[config.mk]
export PLATFORM = sky130hd
export DESIGN_NAME = ffa_ctrl
export DESIGN_NICKNAME = d
export VERILOG_FILES = /design/src/rtl/core/ffa_pkg.sv /design/src/rtl/core/ffa_ctrl.sv
export VERILOG_INCLUDE_DIRS = /design/src /design/src/rtl/core
export SDC_FILE = /design/constraint.sdc
export NUM_CORES = 1
export LEC_CHECK = 0
export ABC_CLOCK_PERIOD_IN_PS = 1700
export BUFFER_PORTS_ARGS = -buffer_cell sky130_fd_sc_hd__buf_2
export CAP_MARGIN = 20
export CORE_AREA = 2 2 39 41
export DETAILED_ROUTE_END_ITERATION = 8
export DIE_AREA = 0 0 41 43
export SYNTH_ARGS = -nofsm -noshare
export SYNTH_HDL_FRONTEND = slang
export SYNTH_SLANG_ARGS = --single-unit
[constraint.sdc]
create_clock -name clk -period 1.7 [get_ports clk]
set_clock_uncertainty 0.15 [all_clocks]
set_input_delay 0.085 -clock clk [delete_from_list [all_inputs] [get_ports clk]]
set_output_delay 0.085 -clock clk [all_outputs]
set_load 0.01 [all_outputs]
[src/rtl/core/first_fit_aligned_block_allocator_assert.svh]
// Assertion macros for the first-fit aligned block allocator
`ifndef FIRST_FIT_ALIGNED_BLOCK_ALLOCATOR_ASSERT_SVH
`define FIRST_FIT_ALIGNED_BLOCK_ALLOCATOR_ASSERT_SVH

// Implication checked at every rising edge outside reset
`define FFA_ASSERT_IMPL(label, clk, rst_n, lhs, rhs, msg) \
    label: assert property (@(posedge clk) disable iff (!rst_n) (lhs) |-> (rhs)) \
        else $error(msg);

// Next-cycle implication checked outside reset
`define FFA_ASSERT_NEXT(label, clk, rst_n, lhs, rhs, msg) \
    label: assert property (@(posedge clk) disable iff (!rst_n) (lhs) |=> (rhs)) \
        else $error(msg);

`endif

[src/rtl/core/ffa_pkg.sv]
// Shared types and constants of the first-fit aligned block allocator
package ffa_pkg;

    localparam logic [31:0] RESET_ARENA = 32'h4000_0000;

    localparam logic [1:0] ST_OK       = 2'd0;
    localparam logic [1:0] ST_NOFIT    = 2'd1;
    localparam logic [1:0] ST_FULL     = 2'd2;
    localparam logic [1:0] ST_NOTFOUND = 2'd3;

    localparam logic MODE_ALLOC = 1'b0;
    localparam logic MODE_FREE  = 1'b1;

    typedef struct packed {
        logic        mode;
        logic [31:0] req_size;
        logic [4:0]  align_log2;
        logic [31:0] free_offset;
    } in_item_t;

    typedef struct packed {
        logic [1:0]  status;
        logic [31:0] grant_offset;
        logic [31:0] grant_size;
    } out_item_t;

    // controller to datapath
    typedef struct packed {
        logic load_req;    // capture request, clear scan index
        logic init_table;  // rebuild entry zero, count one
        logic eval;        // evaluate returned entry
        logic advance;     // step scan index
        logic commit;      // write back the hit
        logic split;       // write the tail entry
        logic set_result;  // latch the result
    } dp_cmd_t;

    // datapath to controller
    typedef struct packed {
        logic oversize;
        logic scan_done;   // index reached count
        logic hit;         // evaluated entry matches
        logic need_split;
        logic table_full;
    } dp_stat_t;

endpackage

[src/rtl/core/ffa_ctrl.sv]
// Controller: sequences scan, write-back and result handshake
`include "first_fit_aligned_block_allocator_assert.svh"

module ffa_ctrl (
    input  logic               clk,
    input  logic               rst_n,
    input  logic               in_valid,
    output logic               in_stall,
    output logic               out_valid,
    input  logic               out_stall,
    input  logic               cfg_we,
    output ffa_pkg::dp_cmd_t   cmd,
    input  ffa_pkg::dp_stat_t  stat
);

    typedef enum logic [2:0] {
        S_IDLE, S_CHECK, S_READ, S_EVAL, S_WRITE, S_DONE
    } state_t;

    state_t state_reg, state_next;
    logic   out_valid_reg, out_valid_next;

    logic in_acc;
    assign in_stall = (state_reg != S_IDLE) || (out_valid_reg && out_stall);
    assign in_acc   = in_valid && !in_stall;

    always_comb
    begin
        state_next     = state_reg;
        out_valid_next = out_valid_reg && out_stall;
        cmd            = '0;
        cmd.init_table = cfg_we;
        unique case (state_reg)
            S_IDLE:
            begin
                if (in_acc)
                begin
                    cmd.load_req = 1'b1;
                    state_next   = S_CHECK;
                end
            end
            S_CHECK:
            begin
                state_next = stat.oversize ? S_DONE : S_READ;
            end
            S_READ:
            begin
                // the table read is always running at the scan index
                if (stat.scan_done)
                begin
                    state_next = S_DONE;
                end
                else
                begin
                    state_next = S_EVAL;
                end
            end
            S_EVAL:
            begin
                cmd.eval   = 1'b1;
                state_next = S_WRITE;
            end
            S_WRITE:
            begin
                // hit: commit unless the split cannot fit
                if (stat.hit)
                begin
                    if (!(stat.need_split && stat.table_full))
                    begin
                        cmd.commit = 1'b1;
                    end
                    state_next = S_DONE;
                end
                else
                begin
                    cmd.advance = 1'b1;
                    state_next  = S_READ;
                end
            end
            S_DONE:
            begin
                if (stat.hit && stat.need_split && !stat.table_full)
                begin
                    cmd.split = 1'b1;
                end
                cmd.set_result = 1'b1;
                out_valid_next = 1'b1;
                state_next     = S_IDLE;
            end
            default:
            begin
                state_next = S_IDLE;
            end
        endcase
    end

    always_ff @(posedge clk or negedge rst_n)
    begin
        if (!rst_n)
        begin
            state_reg     <= S_IDLE;
            out_valid_reg <= 1'b0;
        end
        else
        begin
            state_reg     <= state_next;
            out_valid_reg <= out_valid_next;
        end
    end

    assign out_valid = out_valid_reg;

    `FFA_ASSERT_IMPL(a_accept_idle, clk, rst_n, in_acc, state_reg == S_IDLE, "accept outside idle")
    `FFA_ASSERT_NEXT(a_done_valid, clk, rst_n, state_reg == S_DONE, out_valid_reg, "result not shown")
    `FFA_ASSERT_IMPL(a_no_full_commit, clk, rst_n, cmd.commit, !(stat.need_split && stat.table_full), "commit on full table")

endmodule

* Word-level counts from Yosys, hierarchy flattened *
Index checks and enable logic that the tools add are counted.

storage, ports and cells
  bits in registers = 4
  input bits = 10
  output and inout port bits = 9
  logic and storage cells = 33

operators by class
  eq/ne operators = 6
  multiplexer cells = 15
  reductions and logical operators = 10

operator list
  kind                  number
  $pmux W3 S5           1
  $mux W3               4
  $mux W1               8
  $eq A3 B2 Y1 const B  2
  $eq A3 B3 Y1 const B  2
  $logic_and A1 B1 Y1   5
  $mux W2               2
  $eq A3 B1 Y1 const B  1
  $logic_not A3 Y1      1
  $reduce_bool A3 Y1    1
  $logic_not A1 Y1      2
  $ne A2 B2 Y1 const B  1
  $logic_or A1 B1 Y1    1

* Logic depth before layout (Yosys ltp) *
  word-level depth = 6
  depth in mapped cells = 4
  depth with buffers taken out = 3

* Worst setup path before layout *
Ideal clock, no wire load.

  path type = register -> register
  start = reg state_reg[1]
  end = reg state_reg[1]
  library setup time = 104 ps
  arrival time = 1014 ps
  required time = 1446 ps
  setup slack = 433 ps
  cell stages (with the launch flop) = 4
  path buffers = 0
  period minus slack after synthesis = 1267 ps
  cells stage by stage = dfrtp_1 -> nor4b_2 -> a21oi_1 -> o41ai_2

between the ends
  longest elaborated chain between the ends = 5
  elaborated cells between the ends (all ways) = 11
  classes of those cells = eq/ne: 5; mux: 1; reduce/logical: 5

RTL lines
  what                    RTL line         source
  from (decl)             ffa_ctrl.sv:20   state_t state_reg, state_next;
  from (signal assigned)  ffa_ctrl.sv:106  state_reg <= state_next;
  $reduce_bool A3 Y1      ffa_ctrl.sv:24   assign in_stall = (state_reg != S_IDLE) || (out_valid_reg && out_stall);
  $logic_or A1 B1 Y1      ffa_ctrl.sv:24
  $logic_not A1 Y1        ffa_ctrl.sv:25   assign in_acc = in_valid && !in_stall;
  $logic_and A1 B1 Y1     ffa_ctrl.sv:25
  $ne A2 B2 Y1 (no line)  -

Parallel ways exist; a longest one is shown, timed or not.
A chain may end at the register's enable or synchronous reset.

==> out/summary.txt <==
Outcome: finished, final reports clean
Seq pwr share: 35.4%
Setup bufs post-CTS: 0
Sw power: 0.2786 mW
Leakage Power: 0.2173 nW
Placeable core region: 1384 um^2
Setup crit end kind: output pin
Clk Latency, worst-skew pair: 0.24 ns
Peak supply drop: 0.0005457 V
Setup TNS: 0 ns
Pint: 0.3739 mW
Ant diodes: 0
Worst Path Max Fanout: 6
Largest net degree at the start of global routing: 11
Crit-path slowest cell: dfrtp_1
Post-Place Cells: 61
Tmin final: 1.586 ns
Final Slew Violations: 0
Total power: 0.6525 mW
I/O Pins: 19
Slew headroom: 76.64%
Commonest non-fill, non-tap cell in the layout: buf_2
DRT Wirelength: 688 um
Synth area leader: dfrtp_1
Most frequent cells in the layout: 16 x buf_2, 5 x a21oi_1, 4 x nand2_1, 4 x dfrtp_1
Hold Path Depth: 0
Comb power frac: 46.6%
Die Span Y: 43 um
Sw frac: 42.69%
Arrival time worst endpoint: 1.35 ns
Post-DR vias/cell: 4.448
Htree depth: 1
Largest cells by area after synthesis: dfrtp_1 35%, a21oi_1 8.8%, o41ai_2 5.8%
Yosys top cell area share: 35.40%
Iter 0 DRT Violations: 8
Hold Path Class: input pin to output pin
Post-DRT Antenna Nets: 0
Hold_sp: cfg_we
Chip width: 41 um
Initial core utilization: 20.43%
First-pass GRT wire length: 1.035 mm
Clock Path Buffers: 2
Net Count, Synth: 41
Post-synth EDFFs: 0
Die area: 1763 um^2
Num Clock Sinks: 4
Reg2reg end: state_reg[0]$_DFFE_PN0P_
Fin. Hold Viols: 0
Max-cap check violation count: 0
Cells after Synth: 31
Final Non-Filler Cells: 67
RR Startpoint: state_reg[1]$_DFFE_PN0P_
Power Density: 1566 nW/um^2
Footprint of the multi-input gates: 156.4 um^2
Vias in the first global route: 275
CP peak stage delay: 0.46 ns
Max Clock Freq: 0.6306 GHz
Worst R2R Setup Slack: 0.44 ns
Root buffer cell: clkbuf_4
Num CTS Buffers: 3
Mean Syn Cell Area: 9.122 um^2
All-Layer GR Usage: 9.155%
DRC Markers: 0
Synth Flop Type: dfrtp_1
RSZ-0062 raised after global routing: false
Syn. warnings: 0
P&R area growth vs syn: 47.35%
Critical-path cell list: nor2_1 > nand3_1 > a21oi_1 > buf_2
Site Rows: 14
Layout cells sized above 1: 49.02%
Overflow after GRT: 0
Nets@finish: 63
IO Port Bufs: 16
R2R depth: 3
Max reg flops: 3
Fillers: 150
Vias: 298
Final core occ: 30.11%
Mapped cell area: 282.8 um^2
Asr flop ratio synth: 100.0%
Post-cts resize count: 0
CP Class: flop to output pin
WL/cell: 10.27 um
Critical Path Stages: 4
Final period utilization: 93.29%
Clock power frac: 18.0%
Hold endpoint: cmd[5]
Worst-margin pin slew: 0.3459 ns
Clock slew at the register clock pins of the worst setup and hold paths: 0.03 ns
Final setup viols: 0
Distinct cells, synth: 20
Sequential share of the synthesized area: 35.40%
CP startpoint kind: flop
CTS tree: yes
Seq cells post-synth: 4
Initial antenna violation count: 0
Cell family with most CP delay: flip-flops
GP Congestion: 0.7598
Worst Path Required: 1.46 ns
Worst Path Buf+Inv: 1
Seq. cell area: 100.1 um^2
Total iterations of the first detailed-routing run: 4
power groups by stage:
stage	Combinational (mW)	Sequential [mW]	Clock, mW
global route	0.341	0.239	0.134
CTS	0.309	0.232	0.123
detailed placement	0.303	0.233	0
floorplan	0.242	0.205	0
finish	0.304	0.231	0.117
global placement	0.302	0.230	0
final cells by class:
cell class | count | area share (%)
clock buffer | 3 | 5.405
multi-input combinational | 23 | 37.54
timing repair buffer | 19 | 26.43
inverter | 2 | 1.802
sequential | 4 | 24.02
tap | 16 | 4.805
cells in the mapped netlist (2+ instances only):
library cell,count
nand2_1,4
a21oi_1,5
nor2_1,2
dfrtp_1,4
stage by stage:
stage          worst slack [ns]  area (um^2)  hold WS, ns
2_1_floorplan            0.4325        282.8      -0.3606
3_3_place_gp             0.3792        364.1      -0.2551
3_5_place_dp             0.3575        364.1      -0.2557
4_1_cts                 0.09999        416.7      0.02017
5_1_grt                 0.01203        416.7      0.02004
6_report                 0.1142        416.7      0.02008
worst register-to-register path, cell delays in order, from the launching register on:
cell,delay [ns]
dfrtp_1,0.46
nor2_1,0.23
nand3_1,0.15
o311ai_0,0.14
cells by family after synthesis:
| group | count (synthesis) | synth area share (%) |
|---|---|---|
| and+or+nand+nor | 14 | 33.19 |
| buffers and inverters | 4 | 9.290 |
| AOI/OAI and AO/OA | 9 | 22.12 |
| DFF | 4 | 35.40 |
routing by layer:
layer / part of all wire [%] / vias up / GRT usage [%]
met1: 43 / 133 / 10.03
li1: - / 152 / -
met5: 0 / - / 0
met4: 0 / 0 / 4.000
met2: 47 / 13 / 12.81
met3: 11 / 0 / 6.806
worst max-delay path by stage:
| stage | to | start |
|---|---|---|
| after floorplan | state_reg[1]$_DFFE_PN0P_ | state_reg[1]$_DFFE_PN0P_ |
| after detailed placement | cmd[2] | state_reg[1]$_DFFE_PN0P_ |
| final | cmd[2] | state_reg[1]$_DFFE_PN0P_ |
| after CTS | cmd[2] | state_reg[1]$_DFFE_PN0P_ |
| after global routing | cmd[2] | state_reg[1]$_DFFE_PN0P_ |
| after global placement | cmd[2] | state_reg[1]$_DFFE_PN0P_ |
timing repair:
action / 4_1_cts / 5_1_grt
endpoints found under the setup margin: 0 / 0
hold buffers: 3 / 0
hold endpoints to repair: 6 / 0
No activity file was read; power rests on OpenSTA's default activity.
