**src/rtl/core/first_fit_aligned_block_allocator_assert.svh**
```systemverilog
// Assertion macros for the first-fit aligned block allocator
`ifndef FIRST_FIT_ALIGNED_BLOCK_ALLOCATOR_ASSERT_SVH
`define FIRST_FIT_ALIGNED_BLOCK_ALLOCATOR_ASSERT_SVH

// Implication checked at every rising edge outside reset
`define FFA_ASSERT_IMPL(label, clk, rst_n, lhs, rhs, msg) \
    label: assert property (@(posedge clk) disable iff (!rst_n) (lhs) |-> (rhs)) \
        else $error(msg);

// Next-cycle implication checked outside reset
`define FFA_ASSERT_NEXT(label, clk, rst_n, lhs, rhs, msg) \
    label: assert property (@(posedge clk) disable iff (!rst_n) (lhs) |=> (rhs)) \
        else $error(msg);

`endif

```
**src/rtl/core/ffa_pkg.sv**
```systemverilog
// Shared types and constants of the first-fit aligned block allocator
package ffa_pkg;

    localparam logic [31:0] RESET_ARENA = 32'h4000_0000;

    localparam logic [1:0] ST_OK       = 2'd0;
    localparam logic [1:0] ST_NOFIT    = 2'd1;
    localparam logic [1:0] ST_FULL     = 2'd2;
    localparam logic [1:0] ST_NOTFOUND = 2'd3;

    localparam logic MODE_ALLOC = 1'b0;
    localparam logic MODE_FREE  = 1'b1;

    typedef struct packed {
        logic        mode;
        logic [31:0] req_size;
        logic [4:0]  align_log2;
        logic [31:0] free_offset;
    } in_item_t;

    typedef struct packed {
        logic [1:0]  status;
        logic [31:0] grant_offset;
        logic [31:0] grant_size;
    } out_item_t;

    // controller to datapath
    typedef struct packed {
        logic load_req;    // capture request, clear scan index
        logic init_table;  // rebuild entry zero, count one
        logic eval;        // evaluate returned entry
        logic advance;     // step scan index
        logic commit;      // write back the hit
        logic split;       // write the tail entry
        logic set_result;  // latch the result
    } dp_cmd_t;

    // datapath to controller
    typedef struct packed {
        logic oversize;
        logic scan_done;   // index reached count
        logic hit;         // evaluated entry matches
        logic need_split;
        logic table_full;
    } dp_stat_t;

endpackage

```
**src/rtl/core/ffa_ram.sv**
```systemverilog
// Generic single-port-write, registered-read RAM
module ffa_ram #(
    parameter int WIDTH = 65,
    parameter int DEPTH = 64
) (
    input  logic                     clk,
    input  logic                     we,
    input  logic [$clog2(DEPTH)-1:0] waddr,
    input  logic [WIDTH-1:0]         wdata,
    input  logic [$clog2(DEPTH)-1:0] raddr,
    output logic [WIDTH-1:0]         rdata
);

    logic [WIDTH-1:0] mem [DEPTH];

    always_ff @(posedge clk)
    begin
        if (we)
        begin
            mem[waddr] <= wdata;
        end
        rdata <= mem[raddr];
    end

endmodule

```
**src/rtl/core/ffa_datapath.sv**
```systemverilog
// Datapath: entry table, scan index, fit evaluation and result register
module ffa_datapath #(
    parameter int MAX_BLOCKS = 64
) (
    input  logic                clk,
    input  logic                rst_n,
    input  ffa_pkg::dp_cmd_t    cmd,
    output ffa_pkg::dp_stat_t   stat,
    input  ffa_pkg::in_item_t   req,
    input  logic [31:0]         arena_size,
    output ffa_pkg::out_item_t  result
);

    localparam int IW = $clog2(MAX_BLOCKS);
    localparam int CW = $clog2(MAX_BLOCKS + 1);

    ffa_pkg::in_item_t  req_reg;
    logic [CW-1:0]      count_reg, count_next;
    logic [CW-1:0]      idx_reg;
    logic [IW-1:0]      hit_idx_reg;
    logic [31:0]        hit_off_reg;   // aligned offset
    logic [31:0]        hit_tail_reg;  // avail - size
    logic               hit_reg;
    logic               split_reg;
    ffa_pkg::out_item_t result_reg;

    logic               we;
    logic [IW-1:0]      waddr;
    logic [64:0]        wdata;
    logic [64:0]        rdata;

    ffa_ram #(.WIDTH(65), .DEPTH(MAX_BLOCKS)) u_table (
        .clk   (clk),
        .we    (we),
        .waddr (waddr),
        .wdata (wdata),
        .raddr (idx_reg[IW-1:0]),
        .rdata (rdata)
    );

    // entry word: {free, offset, size}
    logic        e_free;
    logic [31:0] e_off, e_size;
    logic [32:0] align_v, rem, pad, avail, tail;
    logic [31:0] aligned_off;
    logic        alloc_fit, free_match;

    assign e_free = rdata[64];
    assign e_off  = rdata[63:32];
    assign e_size = rdata[31:0];

    always_comb
    begin
        align_v     = 33'd1 << req_reg.align_log2;
        rem         = {1'b0, e_off} & (align_v - 33'd1);
        pad         = (rem != 33'd0) ? align_v - rem : 33'd0;
        avail       = {1'b0, e_size} - pad;
        tail        = avail - {1'b0, req_reg.req_size};
        aligned_off = e_off + pad[31:0];
        alloc_fit   = e_free && (pad <= {1'b0, e_size})
                      && (avail >= {1'b0, req_reg.req_size});
        free_match  = !e_free && (e_off == req_reg.free_offset)
                      && (e_size == req_reg.req_size);
    end

    always_comb
    begin
        we    = 1'b0;
        waddr = '0;
        wdata = '0;
        if (cmd.init_table)
        begin
            we    = 1'b1;
            wdata = {1'b1, 32'd0, arena_size};
        end
        else if (cmd.commit)
        begin
            we    = 1'b1;
            waddr = hit_idx_reg;
            if (req_reg.mode == ffa_pkg::MODE_FREE)
            begin
                wdata = {1'b1, req_reg.free_offset, req_reg.req_size};
            end
            else
            begin
                wdata = {1'b0, hit_off_reg, req_reg.req_size};
            end
        end
        else if (cmd.split)
        begin
            we    = 1'b1;
            waddr = count_reg[IW-1:0];
            wdata = {1'b1, hit_off_reg + req_reg.req_size, hit_tail_reg};
        end
    end

    always_comb
    begin
        count_next = count_reg;
        if (cmd.init_table)
        begin
            count_next = CW'(1);
        end
        else if (cmd.split)
        begin
            count_next = count_reg + CW'(1);
        end
    end

    always_ff @(posedge clk or negedge rst_n)
    begin
        if (!rst_n)
        begin
            count_reg <= CW'(1);
            idx_reg   <= '0;
            hit_reg   <= 1'b0;
            split_reg <= 1'b0;
        end
        else
        begin
            count_reg <= count_next;
            if (cmd.load_req)
            begin
                idx_reg <= '0;
                hit_reg <= 1'b0;
            end
            else if (cmd.advance)
            begin
                idx_reg <= idx_reg + CW'(1);
            end
            if (cmd.eval)
            begin
                hit_reg   <= (req_reg.mode == ffa_pkg::MODE_FREE) ? free_match : alloc_fit;
                split_reg <= (req_reg.mode == ffa_pkg::MODE_ALLOC) && (tail != 33'd0);
            end
        end
    end

    always_ff @(posedge clk)
    begin
        if (cmd.load_req)
        begin
            req_reg <= req;
        end
        if (cmd.eval)
        begin
            hit_idx_reg  <= idx_reg[IW-1:0];
            hit_off_reg  <= aligned_off;
            hit_tail_reg <= tail[31:0];
        end
        if (cmd.set_result)
        begin
            if (hit_reg && !(split_reg && count_reg >= CW'(MAX_BLOCKS)))
            begin
                result_reg.status <= ffa_pkg::ST_OK;
            end
            else if (hit_reg)
            begin
                result_reg.status <= ffa_pkg::ST_FULL;
            end
            else if (req_reg.mode == ffa_pkg::MODE_FREE)
            begin
                result_reg.status <= ffa_pkg::ST_NOTFOUND;
            end
            else
            begin
                result_reg.status <= ffa_pkg::ST_NOFIT;
            end
            if (hit_reg && req_reg.mode == ffa_pkg::MODE_ALLOC
                && !(split_reg && count_reg >= CW'(MAX_BLOCKS)))
            begin
                result_reg.grant_offset <= hit_off_reg;
                result_reg.grant_size   <= req_reg.req_size;
            end
            else
            begin
                result_reg.grant_offset <= '0;
                result_reg.grant_size   <= '0;
            end
        end
    end

    assign stat.oversize   = (req_reg.mode == ffa_pkg::MODE_ALLOC)
                             && (req_reg.req_size > arena_size);
    assign stat.scan_done  = (idx_reg >= count_reg);
    assign stat.hit        = hit_reg;
    assign stat.need_split = split_reg;
    assign stat.table_full = (count_reg >= CW'(MAX_BLOCKS));
    assign result          = result_reg;

endmodule

```
**config.mk**
```make
export PLATFORM = sky130hd
export DESIGN_NAME = ffa_datapath
export DESIGN_NICKNAME = d
export VERILOG_FILES = /design/src/rtl/core/first_fit_aligned_block_allocator_assert.svh /design/src/rtl/core/ffa_pkg.sv /design/src/rtl/core/ffa_ram.sv /design/src/rtl/core/ffa_datapath.sv
export SDC_FILE = /design/constraint.sdc
export NUM_CORES = 2
export LEC_CHECK = 0
export BUFFER_PORTS_ARGS = -buffer_cell sky130_fd_sc_hd__buf_2
export CAP_MARGIN = 10
export CELL_PAD_IN_SITES_DETAIL_PLACEMENT = 1
export CELL_PAD_IN_SITES_GLOBAL_PLACEMENT = 2
export CORE_ASPECT_RATIO = 0.9
export CORE_MARGIN = 2
export CORE_UTILIZATION = 45
export CTS_CLUSTER_DIAMETER = 100
export DETAILED_ROUTE_END_ITERATION = 8
export GPL_TIMING_DRIVEN = 0
export PLACE_DENSITY = 0.77
export SLEW_MARGIN = 20
export SYNTH_ARGS = -nofsm -noshare
export SYNTH_HDL_FRONTEND = slang
export SYNTH_HIERARCHICAL = 1
export SYNTH_MEMORY_MAX_BITS = 65536
export SYNTH_SLANG_ARGS = --single-unit
```
**constraint.sdc**
```tcl
create_clock -name clk -period 8.42 [get_ports clk]
set_input_delay 0.421 -clock clk [delete_from_list [all_inputs] [get_ports clk]]
set_output_delay 0.421 -clock clk [all_outputs]
set_load 0.05 [all_outputs]
```
# Word-level counts from Yosys, hierarchy flattened
# Memory sizes are Yosys's and may differ from the RTL's. A register that Yosys moved wholly into a read port is not among the register bits.
# Index checks and enable logic that the tools add are counted.
# totals
input_bits,111
mem_count,1
output_inout_bits,71
elab_cells,74
latchBits,0
rom_bits,0
mem_bits_rw,4160
reg_bits,222
# op_classes
bitwise_logic,2
n_eq_ne,2
order_cmp,5
add_sub_neg,8
muxes,22
div,0
reduce_logical,18
multipliers,0
shifts,1
# memory_table
name,words,word_bits,read_ports,rd_clocked_by_memory_dff,write_ports,line,source
u_table.mem,64,65,1,1,1,ffa_ram.sv:14,logic [WIDTH-1:0] mem [DEPTH];
# ops
operator,count
$mux W65,4
$reduce_bool A33 Y1,2
$add A32 B32 Y32,2
$eq A32 B32 Y1,2
$and A32 B33 Y33,1
$ge A33 B32 Y1,1
$le A33 B32 Y1,1
$mux W33,1
$shl A1 B5 Y33 const A,1
$sub A32 B33 Y33,1
$sub A33 B1 Y33 const B,1
$sub A33 B32 Y33,1
$sub A33 B33 Y33,1
$gt A32 B32 Y1,1
$mux W7,4
$mux W6,3
$add A7 B1 Y7 const B,2
$logic_and A1 B1 Y1,10
$mux W1,8
$ge A7 B7 Y1,1
$ge A7 B7 Y1 const B,1
$reduce_bool A2 Y1,3
$mux W2,2
$logic_not A1 Y1,2
other kinds (2),2

# Logic depth before layout (Yosys ltp)
# depth
word_depth,10
ltp_mapped,41

# Cells and area by module
# Netlist, hierarchy kept.
# by_module_without_submodules
module,area_per_inst_um2,n_inst,cells_each
ffa_ram,158330.6,1,6606
ffa_datapath,19954.1,1,2196

# Worst setup path after synthesis
# OpenSTA, ideal clock, no wires.
# synth_path
kind,register to register
start,register req_reg[33] (netlist bit)
end,register split_reg
arrival_time_ns,7.736
period_less_slack_ns,7.868
path_slack_ns,0.552
required_time_ns,8.288
setup_ns,0.132
path_stages_with_launch,37
cell_sequence,edfxtp_1 > buf_4 > nor2_1 > buf_2 > nand2_1 > ha_1 > nand2b_1 > ha_1 > nor2b_1 > a311oi_1 > a32oi_2 > o211ai_1 > o21ai_0 > a211o_1 > xor2_1 > nand2_1 > ha_1 > a211oi_1 > nor2_1 > o41ai_1 > o2bb2ai_1 > o21ai_0 > nand2b_1 > nand2b_1 > a21oi_1 > xnor2_1 > ha_1 > clkbuf_1 > and3_1 > a221oi_1 > nand2_1 > a221o_1 > xor2_1 > or3_1 > or4_1 > and4bb_1 > a31oi_1
# synth_via
elab_chain_cells,9
elab_cells_between_ends,10
cone_classes,add/sub: 4; shift: 1; mux: 1; bitwise: 1; reduce/logical: 3
# synth_rtl
element,line,source
"start, declared",ffa_datapath.sv:17,ffa_pkg::in_item_t req_reg;
"start signal, assigned",ffa_datapath.sv:143,req_reg <= req;
$shl A1 B5 Y33 (*),ffa_datapath.sv:54,align_v = 33'd1 << req_reg.align_log2;
$sub A33 B1 Y33,ffa_datapath.sv:55,"rem = {1'b0, e_off} & (align_v - 33'd1);"
$and A32 B33 Y33,ffa_datapath.sv:55,
$sub A33 B33 Y33 or $reduce_bool A33 Y1 (tied branches),ffa_datapath.sv:56,pad = (rem != 33'd0) ? align_v - rem : 33'd0;
$mux W33 (*),ffa_datapath.sv:56,
$sub A32 B33 Y33 (*),ffa_datapath.sv:57,"avail = {1'b0, e_size} - pad;"
$sub A33 B32 Y33 (*),ffa_datapath.sv:58,"tail = avail - {1'b0, req_reg.req_size};"
net tail[26],ffa_datapath.sv:44,"logic [32:0] align_v, rem, pad, avail, tail;"
$reduce_bool A33 Y1 (*),ffa_datapath.sv:134,split_reg <= (req_reg.mode == ffa_pkg::MODE_ALLOC) && (tail != 33'd0);
$logic_and A1 B1 Y1 (*),ffa_datapath.sv:134,
"end signal, assigned",ffa_datapath.sv:134,
"end, declared",ffa_datapath.sv:24,logic split_reg;
# Mark *: on every way through the listed nets, which the timed path passes. The rest lies on a longest branch.
# A chain may end at the register's enable or synchronous reset.

# Final worst setup path
# layout_path
start,register req_reg[32] (netlist bit)
end,register split_reg
# Same word-level chain as after synthesis.

==> results.cfg <==
[final_layout]
largest_register_ffs = 4160
stdcell_area_um2 = 213000
final_util = 0.541
layout-drive-gt1-share = 0.289
fin_cells = 15800
area_delta_synth_final_pct = 19.7
final_net_count = 10300

[synthesis]
yosysTopAreaCellShare = 0.735
synth_top_flop_cell = edfxtp_1
synth_top_area_cell = edfxtp_1
syn_avg_cell_area_um2 = 20.3
ys_top_cells_by_count = edfxtp_1, mux4_2, a22oi_1
ys_seq_elements = 4447
ys_types = 112
syn_inst = 8802
synthTopCellsByArea = edfxtp_1, mux4_2, ha_1, a22oi_1, dfxtp_1
syn_area_um2 = 178000
syn_nets = 9095
async_flop_share = 0.00360
synth.most_common_cell = edfxtp_1
synth-edff-count = 4366
yosysWarningCount = 6
yosysSeqAreaShare = 0.745

[pwr]
leakage_nw = 68.6
fin_total_pwr_mw = 57.0
p_per_area_nw_per_um2 = 267
peakVddDrop_v = 0.000238

[worst_setup_path]
startpoint_type = flip-flop
cp_slowest_cell = nor2b_2
timing.rr.start = req_reg[32]
timing.rr.end = split_reg
worstPathRequired_ps = 9240
worst-path-buf-inv = 6
crit_top_cell = buf_6
r2r_cells = 36
max_stage_delay_ps = 520
path_max_fanout = 10
r2r_slack_ps = -60
worstSetupEndpointType = flip-flop
cp-endpoint = split_reg
critPathLaunch = req_reg[32]
cp_top_family = simple AND/OR/NAND/NOR gates
worstSetupPathType = flip-flop to flip-flop
arrival_ps = 9300
cp.depth = 36

[routing]
drt_iter0_drc = 19000
drtPass1Iterations = 7
wl_met3_mm = 95.8
wl_per_cell_um = 43.6
ant_nets = 0
dr_wl_met2_mm = 301
wl_mm = 689
vias = 107000
drc = 0
wl_met1_mm = 247
top_layer_used = met5
vias_per_cell = 6.75

[place]
hpwlAfterDp_mm = 490
pre_cts_slack_ps = -2210
placed_area_um2 = 197000
place.gp.congestion = 0.955
numPortBuffers = 181
place_inst = 14700

[sta]
tightestPinTransition_ps = 1370
finalMaxSlewViolations = 0
setup_tns_ps = -58.9
finalHoldViolCount = 0
finalCritPeriodShare = 1.01
rsz0062_at_grt = true
finalCriticalPeriod_ps = 8480
setup_viol_count_final = 1
holdWs_ps = 53.8
skew_ps = 114
fmax_ghz = 0.118
finalWorstSetupSlack_ps = -58.9
slew-limit-headroom = 0.0787

[global_routing]
antenna_found_initial = 74
grt-ovfl-total = 0
grt_pass1_vias = 105000
grt_usage = 0.339
grt_max_degree = 67
grt_pass1_wl_mm = 918

[hold_path]
hp-class = input pin to flip-flop

[cts]
htree_levels = 5
cts_buffers = 428
cts_tree = yes
cts-root-buf = clkbuf_16
cts_buffer_depth = 4
clk_latency_ps = 1070
clock-sinks = 4447
clk_pin_slew_worst_paths_ps = 70

[floorplan]
dieArea_um2 = 401000
dieHeight_um = 601
floorplan.initialDensity = 0.452
io_pins = 182
rows = 219
coreArea_um2 = 395000
die_x_um = 667

[outcome]
violations = negative setup slack
status = complete, but fails checks

[flow_run]
maxCapViolations = 0
-- cell usage in the layout, fill, tap and decap left out, types with 31 or more instances in the layout --
| master | count |
|---|---|
| a211oi_1 | 63 |
| a21o_1 | 63 |
| a21oi_1 | 143 |
| a21oi_4 | 33 |
| a221oi_1 | 40 |
| a22oi_1 | 285 |
| and2_1 | 82 |
| buf_12 | 244 |
| buf_16 | 164 |
| buf_2 | 378 |
| buf_4 | 145 |
| buf_6 | 37 |
| bufinv_16 | 34 |
| clkbuf_1 | 238 |
| clkbuf_16 | 435 |
| clkinv_1 | 86 |
| clkinv_2 | 73 |
| dfxtp_1 | 65 |
| diode_2 | 146 |
| dlygate4sd3_1 | 86 |
| edfxtp_1 | 4366 |
| ha_1 | 153 |
| inv_1 | 151 |
| mux2i_1 | 122 |
| mux4_2 | 1040 |
| nand2_1 | 134 |
| nand2b_1 | 39 |
| nand3_1 | 162 |
| nand4_1 | 40 |
| nor2_1 | 164 |
| nor2_4 | 85 |
| nor2b_1 | 38 |
| nor3_1 | 31 |
| o211a_1 | 67 |
| o21ai_0 | 83 |
| o221ai_1 | 49 |
| o22ai_1 | 140 |
| xnor2_1 | 92 |
| xor2_1 | 93 |
-- power breakdown --
part / switching (mW) / total [mW] / leakage (nW) / internal (mW)
Clock: 8.67 / 19.3 / 6.71 / 10.7
Sequential: 0.708 / 26.5 / 40.6 / 25.8
Combinational: 7.14 / 11.2 / 21.2 / 4.08
Total: 16.5 / 57.0 / 68.6 / 40.5
-- area by class of cell --
cell class,instances,area (um2)
antenna,146,365
buffer,461,2420
clock buffer,544,11400
clock inverter,239,2340
fill,34600,181000
inverter,153,581
multi-input combinational,3735,44700
sequential,4447,133000
tap,5304,6640
timing repair buffer,795,12200
-- worst reg2reg max path: cells and delay by family, from the launching register on --
| kind | cells | cell delay, ps |
|---|---|---|
| compound gates | 13 | 2750 |
| fa+ha+maj | 3 | 800 |
| buf+inv | 6 | 950 |
| xor+xnor | 1 | 210 |
| flops | 1 | 440 |
| simple gates | 12 | 2980 |
| mux | 1 | 190 |
-- per-layer routing --
layer / vias up / GRT usage
met5: - / 0.00120
met4: 17 / 0.195
met3: 1668 / 0.0987
met2: 8962 / 0.489
met1: 56600 / 0.461
li1: 39500 / -
-- logic make-up after synthesis --
group | share of synthesized area
compound gates | 0.0490
xor+xnor | 0.0101
fa+ha+maj | 0.0130
buf+inv | 0.0164
flops | 0.745
mux | 0.140
other cells | 0.0000210
simple gates | 0.0269
-- worst min path at each step --
stage | startpoint | endpoint | slack [ps] | cells past startpoint
after global routing | arena_size[25] | u_table/mem[46][25] | 50 | 3
after detailed placement | rst_n | hit_reg | 410 | 1
after CTS | arena_size[25] | u_table/mem[41][25] | 3 | 3
after global placement | rst_n | hit_reg | 400 | 1
final | arena_size[17] | u_table/mem[3][17] | 50 | 3
after floorplan | rst_n | count_reg[1] | 130 | 0
-- timing repair --
action / CTS / global route
resized for setup: 125 / 79
hold buffers: 86 / 0
setup buffers: 42 / 38
pin swaps: 46 / 64
endpoints found under the hold margin: 197 / 0
setup endpoints to repair: 26 / 3
Power figures use the tool's default switching activity.
